`src/hw/rtl/mpls_pkg.sv`:
```
// ----------------------------------------------------------------------------
// mpls_pkg
// Shared types and codes of the multi-press light sequencer.
// ----------------------------------------------------------------------------
package mpls_pkg;

    localparam int NOW_W      = 32;
    localparam int INTERVAL_W = 32;

    localparam logic [INTERVAL_W-1:0] INTERVAL_RESET = 32'd50;

    // Light codes
    localparam logic [1:0] LIGHT_RED    = 2'd0;
    localparam logic [1:0] LIGHT_YELLOW = 2'd1;
    localparam logic [1:0] LIGHT_GREEN  = 2'd2;

    // Action codes
    localparam logic [1:0] ACT_NONE    = 2'd0;
    localparam logic [1:0] ACT_ADVANCE = 2'd1;
    localparam logic [1:0] ACT_BACK    = 2'd2;

    // Press tally values
    localparam logic [1:0] TALLY_ZERO    = 2'd0;
    localparam logic [1:0] TALLY_ONE     = 2'd1;
    localparam logic [1:0] TALLY_ADVANCE = 2'd2;
    localparam logic [1:0] TALLY_MAX     = 2'd3;

    typedef struct packed {
        logic             button_level;
        logic [NOW_W-1:0] now_tick;
    } t_sample;

endpackage

```
`src/hw/rtl/mpls_ifs.sv`:
```
// ----------------------------------------------------------------------------
// mpls_ifs
// Valid/ready channel interfaces: button samples, results, register writes.
// ----------------------------------------------------------------------------
interface sample_if;
    logic        valid;
    logic        ready;
    logic        button_level;
    logic [31:0] now_tick;

    modport source (output valid, output button_level, output now_tick, input ready);
    modport sink   (input valid, input button_level, input now_tick, output ready);
endinterface

interface result_if;
    logic       valid;
    logic       ready;
    logic [1:0] light_state;
    logic       red_on;
    logic       yellow_on;
    logic       green_on;
    logic [1:0] action_taken;

    modport source (output valid, output light_state, output red_on, output yellow_on,
                    output green_on, output action_taken, input ready);
    modport sink   (input valid, input light_state, input red_on, input yellow_on,
                    input green_on, input action_taken, output ready);
endinterface

interface cfg_wr_if;
    logic        valid;
    logic        ready;
    logic [31:0] data;

    modport source (output valid, output data, input ready);
    modport sink   (input valid, input data, output ready);
endinterface

```
`src/hw/rtl/mpls_in_stage.sv`:
```
// ----------------------------------------------------------------------------
// mpls_in_stage
// Input register: holds one button sample until the step stage takes it.
// ----------------------------------------------------------------------------
module mpls_in_stage (
    input  logic               i_clk,
    input  logic               i_rst_n,
    sample_if.sink             i_sample,
    input  logic               i_take,
    output logic               o_valid,
    output mpls_pkg::t_sample  o_sample
);

    logic              r_valid;
    mpls_pkg::t_sample r_sample;
    logic              load;

    assign i_sample.ready = !r_valid || i_take;
    assign load           = i_sample.valid && i_sample.ready;

    always_ff @(posedge i_clk) begin
        if (!i_rst_n) begin
            r_valid <= 1'b0;
        end else if (load) begin
            r_valid <= 1'b1;
        end else if (i_take) begin
            r_valid <= 1'b0;
        end
    end

    always_ff @(posedge i_clk) begin
        if (load) begin
            r_sample.button_level <= i_sample.button_level;
            r_sample.now_tick     <= i_sample.now_tick;
        end
    end

    assign o_valid  = r_valid;
    assign o_sample = r_sample;

endmodule

```
`src/hw/rtl/mpls_core.sv`:
```
// ----------------------------------------------------------------------------
// mpls_core
// Press grouping, idle timeout and light stepping; owns the result register.
// ----------------------------------------------------------------------------
module mpls_core #(
    parameter int TICK_WIDTH = 32
) (
    input  logic               i_clk,
    input  logic               i_rst_n,
    cfg_wr_if.sink             i_cfg,
    input  logic               i_valid,
    input  mpls_pkg::t_sample  i_sample,
    output logic               o_take,
    result_if.source           o_result
);

    localparam int CW = (TICK_WIDTH > mpls_pkg::NOW_W) ? TICK_WIDTH : mpls_pkg::NOW_W;

    logic [mpls_pkg::INTERVAL_W-1:0] r_interval;
    logic [1:0]                      r_light, n_light;
    logic [1:0]                      r_tally, n_tally;
    logic [TICK_WIDTH-1:0]           r_last, n_last;
    logic                            r_prev;
    logic                            r_out_valid;
    logic [1:0]                      r_action, n_action;

    logic [CW-1:0]         now_w;
    logic [TICK_WIDTH-1:0] now_t;
    logic [TICK_WIDTH-1:0] since_press;
    logic [TICK_WIDTH-1:0] idle_ticks;
    logic [CW-1:0]         interval_w;
    logic                  press;
    logic                  grouped;
    logic [1:0]            tally_p;
    logic                  fire;

    assign i_cfg.ready = 1'b1;

    // Take the sample modulo 2^TICK_WIDTH
    assign now_w      = CW'(i_sample.now_tick);
    assign now_t      = now_w[TICK_WIDTH-1:0];
    assign interval_w = CW'(r_interval);

    assign press       = i_sample.button_level && !r_prev;
    assign since_press = now_t - r_last;
    assign grouped     = CW'(since_press) < interval_w;

    always_comb begin
        tally_p = r_tally;
        n_last  = r_last;
        if (press) begin
            n_last = now_t;
            if (!grouped) begin
                tally_p = mpls_pkg::TALLY_ONE;
            end else if (r_tally != mpls_pkg::TALLY_MAX) begin
                tally_p = r_tally + 2'd1;
            end
        end
    end

    assign idle_ticks = now_t - n_last;
    assign fire       = (CW'(idle_ticks) >= interval_w) && (tally_p != mpls_pkg::TALLY_ZERO);

    always_comb begin
        n_light  = r_light;
        n_action = mpls_pkg::ACT_NONE;
        n_tally  = tally_p;
        if (fire) begin
            n_tally = mpls_pkg::TALLY_ZERO;
            if (tally_p == mpls_pkg::TALLY_ADVANCE) begin
                n_action = mpls_pkg::ACT_ADVANCE;
                n_light  = (r_light >= mpls_pkg::LIGHT_GREEN) ? mpls_pkg::LIGHT_RED
                                                              : r_light + 2'd1;
            end else if (tally_p == mpls_pkg::TALLY_MAX) begin
                n_action = mpls_pkg::ACT_BACK;
                n_light  = (r_light == mpls_pkg::LIGHT_RED || r_light > mpls_pkg::LIGHT_GREEN)
                         ? mpls_pkg::LIGHT_GREEN : r_light - 2'd1;
            end
        end
    end

    assign o_take = i_valid && (!r_out_valid || o_result.ready);

    always_ff @(posedge i_clk) begin
        if (!i_rst_n) begin
            r_interval  <= mpls_pkg::INTERVAL_RESET;
            r_light     <= mpls_pkg::LIGHT_RED;
            r_tally     <= mpls_pkg::TALLY_ZERO;
            r_last      <= '0;
            r_prev      <= 1'b0;
            r_out_valid <= 1'b0;
        end else begin
            if (i_cfg.valid) begin
                r_interval <= i_cfg.data;
            end
            if (o_take) begin
                r_light     <= n_light;
                r_tally     <= n_tally;
                r_last      <= n_last;
                r_prev      <= i_sample.button_level;
                r_out_valid <= 1'b1;
            end else if (o_result.ready) begin
                r_out_valid <= 1'b0;
            end
        end
    end

    always_ff @(posedge i_clk) begin
        if (o_take) begin
            r_action <= n_action;
        end
    end

    assign o_result.valid        = r_out_valid;
    assign o_result.light_state  = r_light;
    assign o_result.red_on       = (r_light == mpls_pkg::LIGHT_RED);
    assign o_result.yellow_on    = (r_light == mpls_pkg::LIGHT_YELLOW);
    assign o_result.green_on     = (r_light == mpls_pkg::LIGHT_GREEN);
    assign o_result.action_taken = r_action;

endmodule

```
`src/hw/rtl/multi_press_light_sequencer_unit.sv`:
```
// ----------------------------------------------------------------------------
// multi_press_light_sequencer_unit
// Groups button presses in time and steps a red/yellow/green light.
// ----------------------------------------------------------------------------
// Usage:
//   i_sample  - one item per button sample: level and tick count at the sample.
//   o_result  - one item per sample: light after the sample, lamp drives and
//               the action taken (none, advance, step back).
//   i_cfg     - write of the press interval in ticks; always ready. Write it
//               only while no sample is in flight.
// Path: an accepted sample waits in the input register, then one
//   combinational step writes its result into the result register.
//   Throughput: one item per cycle while o_result is not held, set by the step
//   that reads and updates the tally, last-press tick and light registers.
// Stall: while o_result is held the step stage stops; the input register
//   still takes one more sample, then i_sample.ready drops.
// Reset (i_rst_n low at a clock edge): light red, tally cleared, last press
//   tick zero, previous level low, interval 50 ticks, both stages empty.
// ----------------------------------------------------------------------------
module multi_press_light_sequencer_unit #(
    parameter int TICK_WIDTH = 32
) (
    input  logic     i_clk,
    input  logic     i_rst_n,
    sample_if.sink   i_sample,
    cfg_wr_if.sink   i_cfg,
    result_if.source o_result
);

    logic              stage_valid;
    logic              stage_take;
    mpls_pkg::t_sample stage_sample;

    // Hold the incoming sample until the step stage can use it
    mpls_in_stage u_in_stage (
        .i_clk    (i_clk),
        .i_rst_n  (i_rst_n),
        .i_sample (i_sample),
        .i_take   (stage_take),
        .o_valid  (stage_valid),
        .o_sample (stage_sample)
    );

    // Update press tally and light; drive the result register
    mpls_core #(
        .TICK_WIDTH (TICK_WIDTH)
    ) u_core (
        .i_clk    (i_clk),
        .i_rst_n  (i_rst_n),
        .i_cfg    (i_cfg),
        .i_valid  (stage_valid),
        .i_sample (stage_sample),
        .o_take   (stage_take),
        .o_result (o_result)
    );

endmodule

```
`src/flat_wrapper.sv`:
```
// flat-port wrapper written by rule: the top's interface ports become plain ports
module multi_press_light_sequencer_unit_flat 
#(
    parameter int TICK_WIDTH = 32
)
  (i_clk, i_rst_n, i_sample_valid, i_sample_button_level, i_sample_now_tick, i_sample_ready, i_cfg_valid, i_cfg_data, i_cfg_ready, o_result_valid, o_result_light_state, o_result_red_on, o_result_yellow_on, o_result_green_on, o_result_action_taken, o_result_ready);
  sample_if i_sample_i ();
  cfg_wr_if i_cfg_i ();
  result_if o_result_i ();
  input  logic i_clk;
  input  logic i_rst_n;
  input wire logic [$bits(i_sample_i.valid)-1:0] i_sample_valid;
  input wire logic [$bits(i_sample_i.button_level)-1:0] i_sample_button_level;
  input wire logic [$bits(i_sample_i.now_tick)-1:0] i_sample_now_tick;
  output wire logic [$bits(i_sample_i.ready)-1:0] i_sample_ready;
  input wire logic [$bits(i_cfg_i.valid)-1:0] i_cfg_valid;
  input wire logic [$bits(i_cfg_i.data)-1:0] i_cfg_data;
  output wire logic [$bits(i_cfg_i.ready)-1:0] i_cfg_ready;
  output wire logic [$bits(o_result_i.valid)-1:0] o_result_valid;
  output wire logic [$bits(o_result_i.light_state)-1:0] o_result_light_state;
  output wire logic [$bits(o_result_i.red_on)-1:0] o_result_red_on;
  output wire logic [$bits(o_result_i.yellow_on)-1:0] o_result_yellow_on;
  output wire logic [$bits(o_result_i.green_on)-1:0] o_result_green_on;
  output wire logic [$bits(o_result_i.action_taken)-1:0] o_result_action_taken;
  input wire logic [$bits(o_result_i.ready)-1:0] o_result_ready;
  assign i_sample_i.valid = i_sample_valid;
  assign i_sample_i.button_level = i_sample_button_level;
  assign i_sample_i.now_tick = i_sample_now_tick;
  assign i_sample_ready = i_sample_i.ready;
  assign i_cfg_i.valid = i_cfg_valid;
  assign i_cfg_i.data = i_cfg_data;
  assign i_cfg_ready = i_cfg_i.ready;
  assign o_result_valid = o_result_i.valid;
  assign o_result_light_state = o_result_i.light_state;
  assign o_result_red_on = o_result_i.red_on;
  assign o_result_yellow_on = o_result_i.yellow_on;
  assign o_result_green_on = o_result_i.green_on;
  assign o_result_action_taken = o_result_i.action_taken;
  assign o_result_i.ready = o_result_ready;
  multi_press_light_sequencer_unit #(.TICK_WIDTH(TICK_WIDTH)) u_core (.i_clk(i_clk), .i_rst_n(i_rst_n), .i_sample(i_sample_i), .i_cfg(i_cfg_i), .o_result(o_result_i));
endmodule
```
`config.mk`:
```
export PLATFORM = sky130hd
export DESIGN_NAME = multi_press_light_sequencer_unit_flat
export DESIGN_NICKNAME = d
export VERILOG_FILES = /design/src/hw/rtl/mpls_pkg.sv /design/src/hw/rtl/mpls_ifs.sv /design/src/hw/rtl/mpls_in_stage.sv /design/src/hw/rtl/mpls_core.sv /design/src/hw/rtl/multi_press_light_sequencer_unit.sv /design/src/flat_wrapper.sv
export SDC_FILE = /design/constraint.sdc
export NUM_CORES = 1
export LEC_CHECK = 0
export ABC_AREA = 1
export ABC_CLOCK_PERIOD_IN_PS = 3650
export BUFFER_PORTS_ARGS = -buffer_cell sky130_fd_sc_hd__buf_4
export CAP_MARGIN = 20
export CORE_ASPECT_RATIO = 1.5
export CORE_MARGIN = 2
export CORE_UTILIZATION = 30
export DETAILED_ROUTE_END_ITERATION = 8
export SLEW_MARGIN = 30
export SYNTH_ARGS = -nofsm -noshare
export SYNTH_HDL_FRONTEND = slang
export SYNTH_SLANG_ARGS = --single-unit
```
`constraint.sdc`:
```
create_clock -name i_clk -period 3.65 [get_ports i_clk]
set_clock_uncertainty 0.1 [all_clocks]
set_input_delay 0.1825 -clock i_clk [delete_from_list [all_inputs] [get_ports i_clk]]
set_output_delay 0.1825 -clock i_clk [all_outputs]
set_load 0.02 [all_outputs]
```
After elaboration in Yosys (flattened, before gate mapping):

Index checks and enable logic that the tools add are counted.

* add/subtract/negate cells: 5
* magnitude comparators: 4
* equality and inequality tests: 5
* muxes and demuxes: 15
* bitwise gates (word level): 1
* reductions and logical operators: 17

Operators with widths (number)
* $sub A32 B32 Y32: 2
* $ge A32 B32 Y1: 1
* $lt A32 B32 Y1: 1
* $mux W32: 1
* $mux W2: 9
* $reduce_bool A2 Y1: 4
* $eq A2 B2 Y1 const B: 3
* $mux W1: 5
* $add A2 B1 Y2 const B: 2
* $logic_and A1 B1 Y1: 4
* $logic_not A1 Y1: 3
* $logic_or A1 B1 Y1: 3
* $reduce_and A3 Y1: 1
* $eq A2 B1 Y1 const B: 1
* $ge A2 B2 Y1 const B: 1
* $gt A2 B2 Y1 const B: 1
* $logic_not A2 Y1: 1
* $ne A2 B2 Y1 const B: 1
* $reduce_or A2 Y1: 1
* $sub A2 B1 Y2 const B: 1
* $not A1 Y1: 1

* register bits: 106
* input port bits: 70
* output and inout bits: 10
* word-level logic and storage cells: 58

Logic depth before layout (Yosys ltp):

Gate-level depths: netlist (run 1).

* depth after elaboration: 8
* depth in mapped cells: 32
* depth with buffers taken out: 31

Modules after synthesis:

A second synthesis (run 1) with hierarchy kept.

* cell total of the unflattened synthesis: 1216
* area total of the unflattened synthesis: 8856.0 µm²

By module, submodules not included
* mpls_core: instances 1, cells an instance 1176, area an instance 7813.7 µm²
* mpls_in_stage: instances 1, cells an instance 40, area an instance 1042.2 µm²

Worst setup path before layout (run 1):

Ideal clock, no wire load.

* path kind: register -> register
* start: register u_core.u_in_stage.r_sample (netlist bit u_core.u_in_stage.o_sample[32])
* end: register u_core.u_core.r_light[0] (netlist: u_core.u_core.o_result.light_state[0])
* library setup time: 0.064 ns
* arrival: 3.892 ns
* path slack: -0.405 ns
* cell stages (with the launch flop): 26
* buffers on the path: 2
* period minus slack after synthesis: 4.055 ns
* path through: edfxtp_1 nand2_1 clkbuf_1 clkbuf_1 o21ai_0 fa_1 nand3_1 nand2_1 a31oi_1 o21ai_2 a31oi_1 o21bai_1 xor2_1 ha_1 nand2_1 nor2_1 nand2_1 nor4_2 nand4_1 nand3_1 nand2_1 inv_1 nand2_1 nand2_1 nand2_1 nor2_1

* longest elaborated chain between the ends: 6
* elaborated cells on any way between the ends: 12

RTL lines
* start: declaration: line mpls_in_stage.sv:15 `mpls_pkg::t_sample r_sample;`
* $logic_and A1 B1 Y1 (*): line mpls_core.sv:44 `assign press = i_sample.button_level && !r_prev;`
* $mux W32: line mpls_core.sv:51 `if (press) begin`
* $sub A32 B32 Y32: line mpls_core.sv:61 `assign idle_ticks = now_t - n_last;`
* $ge A32 B32 Y1: line mpls_core.sv:62 `assign fire = (CW'(idle_ticks) >= interval_w) && (tally_p != mpls_pkg::TALLY_ZERO);`
* $logic_and A1 B1 Y1: line mpls_core.sv:62
* $reduce_and A3 Y1 (no line)
* end signal: assignment: line mpls_core.sv:87 `r_light <= mpls_pkg::LIGHT_RED;`
* end signal: assignment: line mpls_core.sv:97 `r_light <= n_light;`
* end: declaration: line mpls_core.sv:20 `logic [1:0] r_light, n_light;`

Mark *: on every way between the ends. The rest lies on a longest branch, timed or not.
A chain may end at the register's enable or synchronous reset.

Worst setup path in the final report (run 1):

* start: register u_core.u_in_stage.r_sample (netlist bit u_core.u_in_stage.o_sample[32])
* end: register u_core.u_core.r_action[1] (netlist: u_core.u_core.o_result.action_taken[1]) (data pin)

* longest elaborated chain between the ends: 7
* elaborated cells on any way between the ends: 12

RTL lines
* $logic_and A1 B1 Y1 (*): line mpls_core.sv:44
* $mux W32: line mpls_core.sv:51
* $sub A32 B32 Y32: line mpls_core.sv:61
* $ge A32 B32 Y1: line mpls_core.sv:62
* $logic_and A1 B1 Y1: line mpls_core.sv:62
* $not A1 Y1 (no line)
* $reduce_or A2 Y1 (no line)
* end signal: assignment: line mpls_core.sv:110 `r_action <= n_action;`
* end: declaration: line mpls_core.sv:25 `logic [1:0] r_action, n_action;`

Marks and branches as above.

==> impl_metrics.py, run 1 <==
metrics = {
    "worst_setup_path": {
        "endpoint_kind": "register",
        "crit_required_ns": 3.71,
        "path_max_fanout": 6,
        "crit_type": "register to register",
        "arrival_ns": 4.14,
        "critPathLaunchType": "register",
    },
    "logic_synthesis": {
        "syn-num-nets": 1381,
        "postSynthCellCount": 1181,
        "synth-main-ff-cell": "dfxtp_1",
        "syn_area_um2": 8725,
        "ys_seq_area_share_pct": 28.34,
        "synthArstFlopShare_pct": 0,
        "synth-edff-count": 35,
        "syn_area_per_cell_um2": 7.387,
        "yosysUniqueCellTypes": 43,
        "ys.warnings.count": 0,
        "synth_seq_cells": 106,
    },
    "global_route": {
        "grt_pass1_vias": 9359,
        "grt-ovfl-total": 0,
        "grt_pass1_wl_mm": 44.76,
        "antenna_found_initial": 0,
        "grtUsageTotal_pct": 18.83,
        "grt_start_max_net_pins": 63,
    },
    "sta": {
        "fin_setup_tns_ns": -2.182,
        "worst_slew_pin_slew_ns": 0.6088,
        "finalSetupViolCount": 6,
        "period_needed_ns": 4.079,
        "slew_headroom_pct": 59.37,
        "finalHoldViolations": 0,
        "finalMaxSlewViolations": 0,
        "worst_slack_ns": -0.4292,
        "max_freq_mhz": 245.1,
        "rsz0062_at_grt": "yes",
        "fin_crit_sh_pct": 111.8,
    },
    "clocking": {
        "clock_path_buffers": 2,
        "root_buffer": "clkbuf_16",
        "htree_levels": 3,
        "cts_sinks": 106,
        "insertion_delay_ns": 0.39,
        "cts_tree": "built",
        "cts_buffers": 9,
        "clk_pin_slew_worst_paths_ns": 0.08,
    },
    "detailed_routing": {
        "wl_per_cell_um": 14.85,
        "drc": 0,
        "drt-total-wl_mm": 29.30,
        "routed_via_density": 4.869,
        "drt_pass1_iterations": 5,
        "vias": 9606,
        "drtIter0Drc": 474,
        "ant_nets": 0,
    },
    "final_layout": {
        "multi_input_area_um2": 6479,
        "fill_cells": 2792,
        "syn2layout_area_growth_pct": 57.49,
        "drive_above_1_share_pct": 33.80,
        "num_antenna_cells": 0,
        "nNetsFinal": 1778,
        "ff_latch_area_um2": 2474,
    },
    "run_status": {
        "violations": "negative setup slack",
        "outcome": "finished with violations",
    },
    "floorplanning": {
        "ioPinCount": 80,
        "die_y_um": 212.9,
        "die_x_um": 143.2,
        "fp.coreArea_um2": 28720,
        "dieArea_um2": 30490,
        "initial_core_util_pct": 30.38,
        "rows": 76,
    },
    "power": {
        "p_per_area_nw_per_um2": 364.3,
        "p_leak_nw": 6.119,
        "vdd_ir_drop_max_mv": 0.2801,
    },
    "place": {
        "place_ws_ns": -0.5228,
        "dp_hpwl_mm": 22.18,
        "gp_congestion": 0.9448,
        "port_buffers": 78,
    },
    "hold_path": {
        "hold_class": "input pin to register",
    },
    "flow_run": {
        "maxCapViolCount": 0,
    },
}
==> where the power goes <==
part | internal, mW | switching (mW) | total [mW]
Sequential | 1.29 | 0.0370 | 1.33
Clock | 0.474 | 0.508 | 0.982
Combinational | 1.30 | 1.40 | 2.70
Total | 3.06 | 1.94 | 5.01
==> flip-flops by register name, summed over array words and instances (netlist names) <==
name / flops
u_core.u_core.r_tally: 2
u_core.u_in_stage.o_valid: 1
u_core.u_core.interval_w: 32
u_core.u_in_stage.o_sample: 33
u_core.u_core.r_last: 32
u_core.u_core.o_result.light_state: 2
u_core.u_core.r_prev: 1
u_core.u_core.o_result.valid: 1
u_core.u_core.o_result.action_taken: 2
==> through the flow <==
stage / cell area, um^2 / std cells / hold slack, ns / power (mW) / util [%]
floorplan: 8790 / 1181 / 0.1814 / 2.600 / -
global placement: 11440 / 1842 / 0.2610 / 3.449 / 39.84
detailed placement: 11440 / 1842 / 0.2620 / 3.487 / 39.84
CTS: 12900 / 1950 / 0.007184 / 4.715 / 44.93
global route: 13740 / 1973 / 0.03360 / 5.346 / 47.85
finish: 13740 / 1973 / 0.01350 / 5.006 / 47.85
==> cell usage in the layout (no fill, tap or decap), types with 6 or more instances in the layout <==
| master | instances |
|---|---|
| nand2_1 | 159 |
| nor3_1 | 6 |
| buf_6 | 14 |
| o21a_1 | 8 |
| o21ai_1 | 26 |
| nand3_1 | 28 |
| inv_2 | 11 |
| nor2_4 | 7 |
| buf_12 | 6 |
| nand4_1 | 15 |
| dlygate4sd3_1 | 69 |
| clkbuf_16 | 11 |
| a21oi_2 | 24 |
| nand3_2 | 11 |
| o21ai_2 | 20 |
| dfxtp_1 | 70 |
| nand2_4 | 9 |
| a21oi_1 | 118 |
| buf_4 | 320 |
| xor2_1 | 32 |
| a31oi_1 | 6 |
| o21ai_0 | 69 |
| a211oi_1 | 31 |
| inv_1 | 130 |
| nor2_2 | 6 |
| ha_4 | 11 |
| nor2_1 | 98 |
| edfxtp_1 | 35 |
| a21oi_4 | 9 |
| nand2_2 | 31 |
| ha_1 | 115 |
| xnor2_1 | 20 |
==> layout make-up <==
type,count,share of cell area (%)
multi-input combinational,905,47.15
inverter,143,3.925
clock inverter,7,0.4371
timing repair buffer,413,25.30
tap,390,3.551
sequential,106,18.00
clock buffer,9,1.639
==> cell usage after synthesis, types with 2 or more instances <==
cell type | number | share of area [%]
a211oi_1 | 31 | 2.7
a21o_1 | 3 | 0.26
a21oi_1 | 146 | 8.4
a21oi_2 | 4 | 0.40
a31oi_1 | 13 | 0.93
buf_2 | 6 | 0.34
clkbuf_1 | 19 | 0.82
dfxtp_1 | 71 | 16
edfxtp_1 | 35 | 12
fa_1 | 2 | 0.46
ha_1 | 128 | 18
inv_1 | 140 | 6.0
inv_2 | 2 | 0.086
nand2_1 | 197 | 8.5
nand2_2 | 2 | 0.14
nand3_1 | 38 | 2.2
nand4_1 | 15 | 1.1
nor2_1 | 111 | 4.8
nor3_1 | 10 | 0.57
o211ai_1 | 4 | 0.34
o21a_1 | 8 | 0.69
o21ai_0 | 109 | 6.3
o21ai_1 | 5 | 0.29
o21ai_2 | 6 | 0.60
o21bai_1 | 3 | 0.26
xnor2_1 | 21 | 2.1
xor2_1 | 36 | 3.6
==> cells by family after synthesis <==
logic type               Yosys count  synth area share [%]
AND/OR/NAND/NOR                  377                 17.64
buffers and inverters            170                 7.443
other                              1               0.04298
AO/OA/AOI/OAI                    340                 22.00
flip-flops                       106                 28.34
adder cells (fa/ha/maj)          130                 18.82
XOR/XNOR                          57                 5.722
==> path summary, 6_finish.rpt <==
kind	cells past startpoint	to	slack, ns	from
min reg2reg	2	u_core.u_core.r_last[31]	0.36	u_core.u_core.r_last[31]
max reg2reg	23	u_core.u_core.o_result.action_taken[1]	-0.43	u_core.u_in_stage.o_sample[32]
max	23	u_core.u_core.o_result.action_taken[1]	-0.43	u_core.u_in_stage.o_sample[32]
min	3	u_core.u_core.interval_w[21]	0.01	i_cfg_data[21]
==> metal layers <==
layer  track usage (%)  up-vias  part of all wire [%]
met2             34.85      217                    51
li1                  -     4855                     -
met5                 0        -                     0
met4             7.606        0                   3.5
met3             2.108       61                   3.6
met1             21.85     4473                    42
==> critical path, cell delays in order, from the launching register on <==
cell and delay (ns):
edfxtp_1 0.44, nand2_4 0.13, buf_12 0.13, clkbuf_16 0.16, o21ai_2 0.06, ha_1 0.32, a21oi_2 0.29, nand2_2 0.12
a31o_2 0.25, nand3_2 0.08, nand2_2 0.07, buf_4 0.14, xor2_2 0.15, ha_1 0.29, nand2_1 0.07, inv_1 0.04
o21ai_0 0.07, a21oi_1 0.10, nor2_1 0.19, nand2_1 0.10, nand2_1 0.08, nand3_2 0.14, buf_6 0.16, nor3b_2 0.14
==> what timing repair did <==
action                     in CTS  in global routing
cloned                          2                  2
buffers inserted               21                 22
hold buffers                   69                  0
pin swaps                      39                 76
hold endpoints to repair       63                  0
setup endpoints to repair       6                  6
gates resized for setup        72                166
(Power assumes the default switching activity.)
==> run 2, diff against run 1 <==
--- a/config.mk
+++ b/config.mk
@@ -11,9 +11,10 @@
 export CAP_MARGIN = 20
 export CORE_ASPECT_RATIO = 1.5
 export CORE_MARGIN = 2
-export CORE_UTILIZATION = 30
+export CORE_UTILIZATION = 31
 export DETAILED_ROUTE_END_ITERATION = 8
 export SLEW_MARGIN = 30
 export SYNTH_ARGS = -nofsm -noshare
 export SYNTH_HDL_FRONTEND = slang
 export SYNTH_SLANG_ARGS = --single-unit
+export TNS_END_PERCENT = 1
==> impl_metrics.py, run 2 (synthesis gave the netlist of run 1 again) <==
metrics = {
    "run_status": {
        "outcome": "finished with violations",
        "violations": "negative setup slack",
    },
    "sta": {
        "max_freq_mhz": 240.9,
        "fin_crit_sh_pct": 113.7,
        "period_needed_ns": 4.152,
        "finalMaxSlewViolations": 0,
        "finalSetupViolCount": 6,
        "slew_headroom_pct": 54.77,
        "finalHoldViolations": 0,
        "worst_slew_pin_slew_ns": 0.6777,
        "worst_slack_ns": -0.5015,
        "rsz0062_at_grt": "yes",
    },
    "final_layout": {
        "ff_latch_area_um2": 2472,
        "nNetsFinal": 1791,
        "mostFrequentLayoutCells": "344 x buf_4, 178 x nand2_1, 135 x inv_1",
        "multi_input_area_um2": 6082,
        "final_common_cell": "buf_4",
        "post-route-util_pct": 47.69,
        "fill_cells": 2674,
        "num_antenna_cells": 0,
        "drive_above_1_share_pct": 30.20,
        "largest_register_ffs": 33,
        "fin_cells": 1942,
        "syn2layout_area_growth_pct": 52.34,
    },
    "place": {
        "dp_hpwl_mm": 22.08,
        "port_buffers": 78,
        "gp_congestion": 0.8494,
        "dpl.cell_count": 1828,
    },
    "worst_setup_path": {
        "crit_type": "register to register",
        "reg2regPathDepth": 26,
        "endpoint_kind": "register",
        "path_max_fanout": 7,
        "r2r_setup_slack_ns": -0.50,
        "critPathLaunchType": "register",
        "r2r-end": "u_core.u_core.r_tally[1]",
        "crit_required_ns": 3.80,
        "rr_startpoint": "u_core.u_in_stage.o_sample[32]",
        "arrival_ns": 4.30,
    },
    "global_route": {
        "grt_pass1_vias": 9117,
        "grt-ovfl-total": 0,
        "antenna_found_initial": 0,
        "grtUsageTotal_pct": 19.06,
        "grt_start_max_net_pins": 58,
        "grt_pass1_wl_mm": 44.48,
    },
    "floorplanning": {
        "dieArea_um2": 29530,
        "ioPinCount": 80,
        "die_x_um": 141.0,
        "fp.coreArea_um2": 27870,
        "initial_core_util_pct": 31.30,
        "die_y_um": 209.5,
        "rows": 75,
    },
    "flow_run": {
        "maxCapViolCount": 0,
    },
    "clocking": {
        "clock_path_buffers": 2,
        "cts_buffers": 9,
        "htree_levels": 3,
        "insertion_delay_ns": 0.39,
        "cts_tree": "built",
        "clk_pin_slew_worst_paths_ns": 0.07,
        "root_buffer": "clkbuf_16",
        "cts_sinks": 106,
    },
    "power": {
        "p_leak_nw": 6.080,
        "p_per_area_nw_per_um2": 367.2,
        "vdd_ir_drop_max_mv": 0.2572,
    },
    "detailed_routing": {
        "ant_nets": 0,
        "drt-total-wl_mm": 28.03,
        "drt_pass1_iterations": 5,
        "drc": 0,
        "drtIter0Drc": 406,
        "vias": 9330,
        "wl_per_cell_um": 14.43,
        "routed_via_density": 4.804,
    },
    "hold_path": {
        "hold_class": "input pin to register",
        "min_from": "i_cfg_data[31]",
        "min_to": "u_core.u_core.interval_w[31]",
        "hold_depth": 3,
    },
}
==> run 2: layout make-up <==
type	count	share of cell area [%]
clock buffers	9	1.694
repair buffers	425	26.08
inverters	143	4.038
clock inverters	7	0.5742
flip-flops and latches	106	18.60
well taps	346	3.257
multi-input cells	906	45.76
==> run 2: how the worst max path moves through the flow <==
stage / startpoint / to / slack [ns]
2_1_floorplan: u_core.u_in_stage.o_sample[32] / u_core.u_core.o_result.light_state[0] / -0.17
3_3_place_gp: u_core.u_in_stage.o_sample[32] / u_core.u_core.o_result.light_state[1] / -0.76
3_5_place_dp: u_core.u_in_stage.o_sample[32] / u_core.u_core.r_tally[1] / -0.82
4_1_cts: u_core.u_in_stage.o_sample[32] / u_core.u_core.o_result.light_state[0] / -0.50
5_1_grt: u_core.u_in_stage.o_sample[32] / u_core.u_core.o_result.light_state[1] / -0.70
6_report: u_core.u_in_stage.o_sample[32] / u_core.u_core.r_tally[1] / -0.50
==> run 2: critical path, stage by stage, from the launching register on <==
cell and delay [ns]:
edfxtp_1 0.42, nand2_4 0.11, buf_12 0.15, buf_16 0.13
nand2_1 0.05, o21ai_1 0.06, ha_1 0.36, nand2_2 0.15
buf_6 0.12, nor2_4 0.04, a21oi_2 0.15, inv_1 0.06
nand2_1 0.05, nand4_1 0.19, buf_4 0.20, xor2_1 0.16
ha_1 0.31, nand2_2 0.07, buf_4 0.14, nor4_4 0.26
buf_4 0.16, nand4_1 0.12, nand3_4 0.14, nand2_4 0.06
buf_4 0.13, nand3_2 0.07, a21oi_2 0.06
==> run 2: report_power, final <==
| part | total (mW) | switching (mW) | internal (mW) |
|---|---|---|---|
| combinational | 2.53 | 1.30 | 1.23 |
| clock | 1.02 | 0.483 | 0.536 |
| sequential | 1.33 | 0.0354 | 1.29 |
| total | 4.88 | 1.82 | 3.06 |
==> run 2: routing by layer <==
layer	wire, um	vias up	global-route usage, %
li1	-	4884	-
met1	12610	4261	24.17
met2	13960	151	33.17
met3	763	34	2.487
met4	694	0	6.655
met5	0	-	0
==> run 2: stage by stage <==
stage          instance area [um^2]  setup TNS (ns)  power [mW]  hold WS (ns)  setup slack [ns]
3_3_place_gp                  11570          -4.262       3.523        0.2609           -0.7644
6_report                      13290          -2.901       4.880       0.02496           -0.5015
2_1_floorplan                  8770         -0.4435       2.594        0.1814           -0.1679
4_1_cts                       12820          -2.951       4.736      0.009517           -0.5019
3_5_place_dp                  11570          -4.746       3.555        0.2618           -0.8238
5_1_grt                       13290          -4.096       5.250       0.02292           -0.6973
==> run 2: timing repair <==
item,CTS,global route
pin swaps,22,57
endpoints found under the hold margin,64,0
setup buffers,9,15
resized for setup,35,95
hold buffers,71,0
gates cloned,2,1
endpoints found under the setup margin,6,6
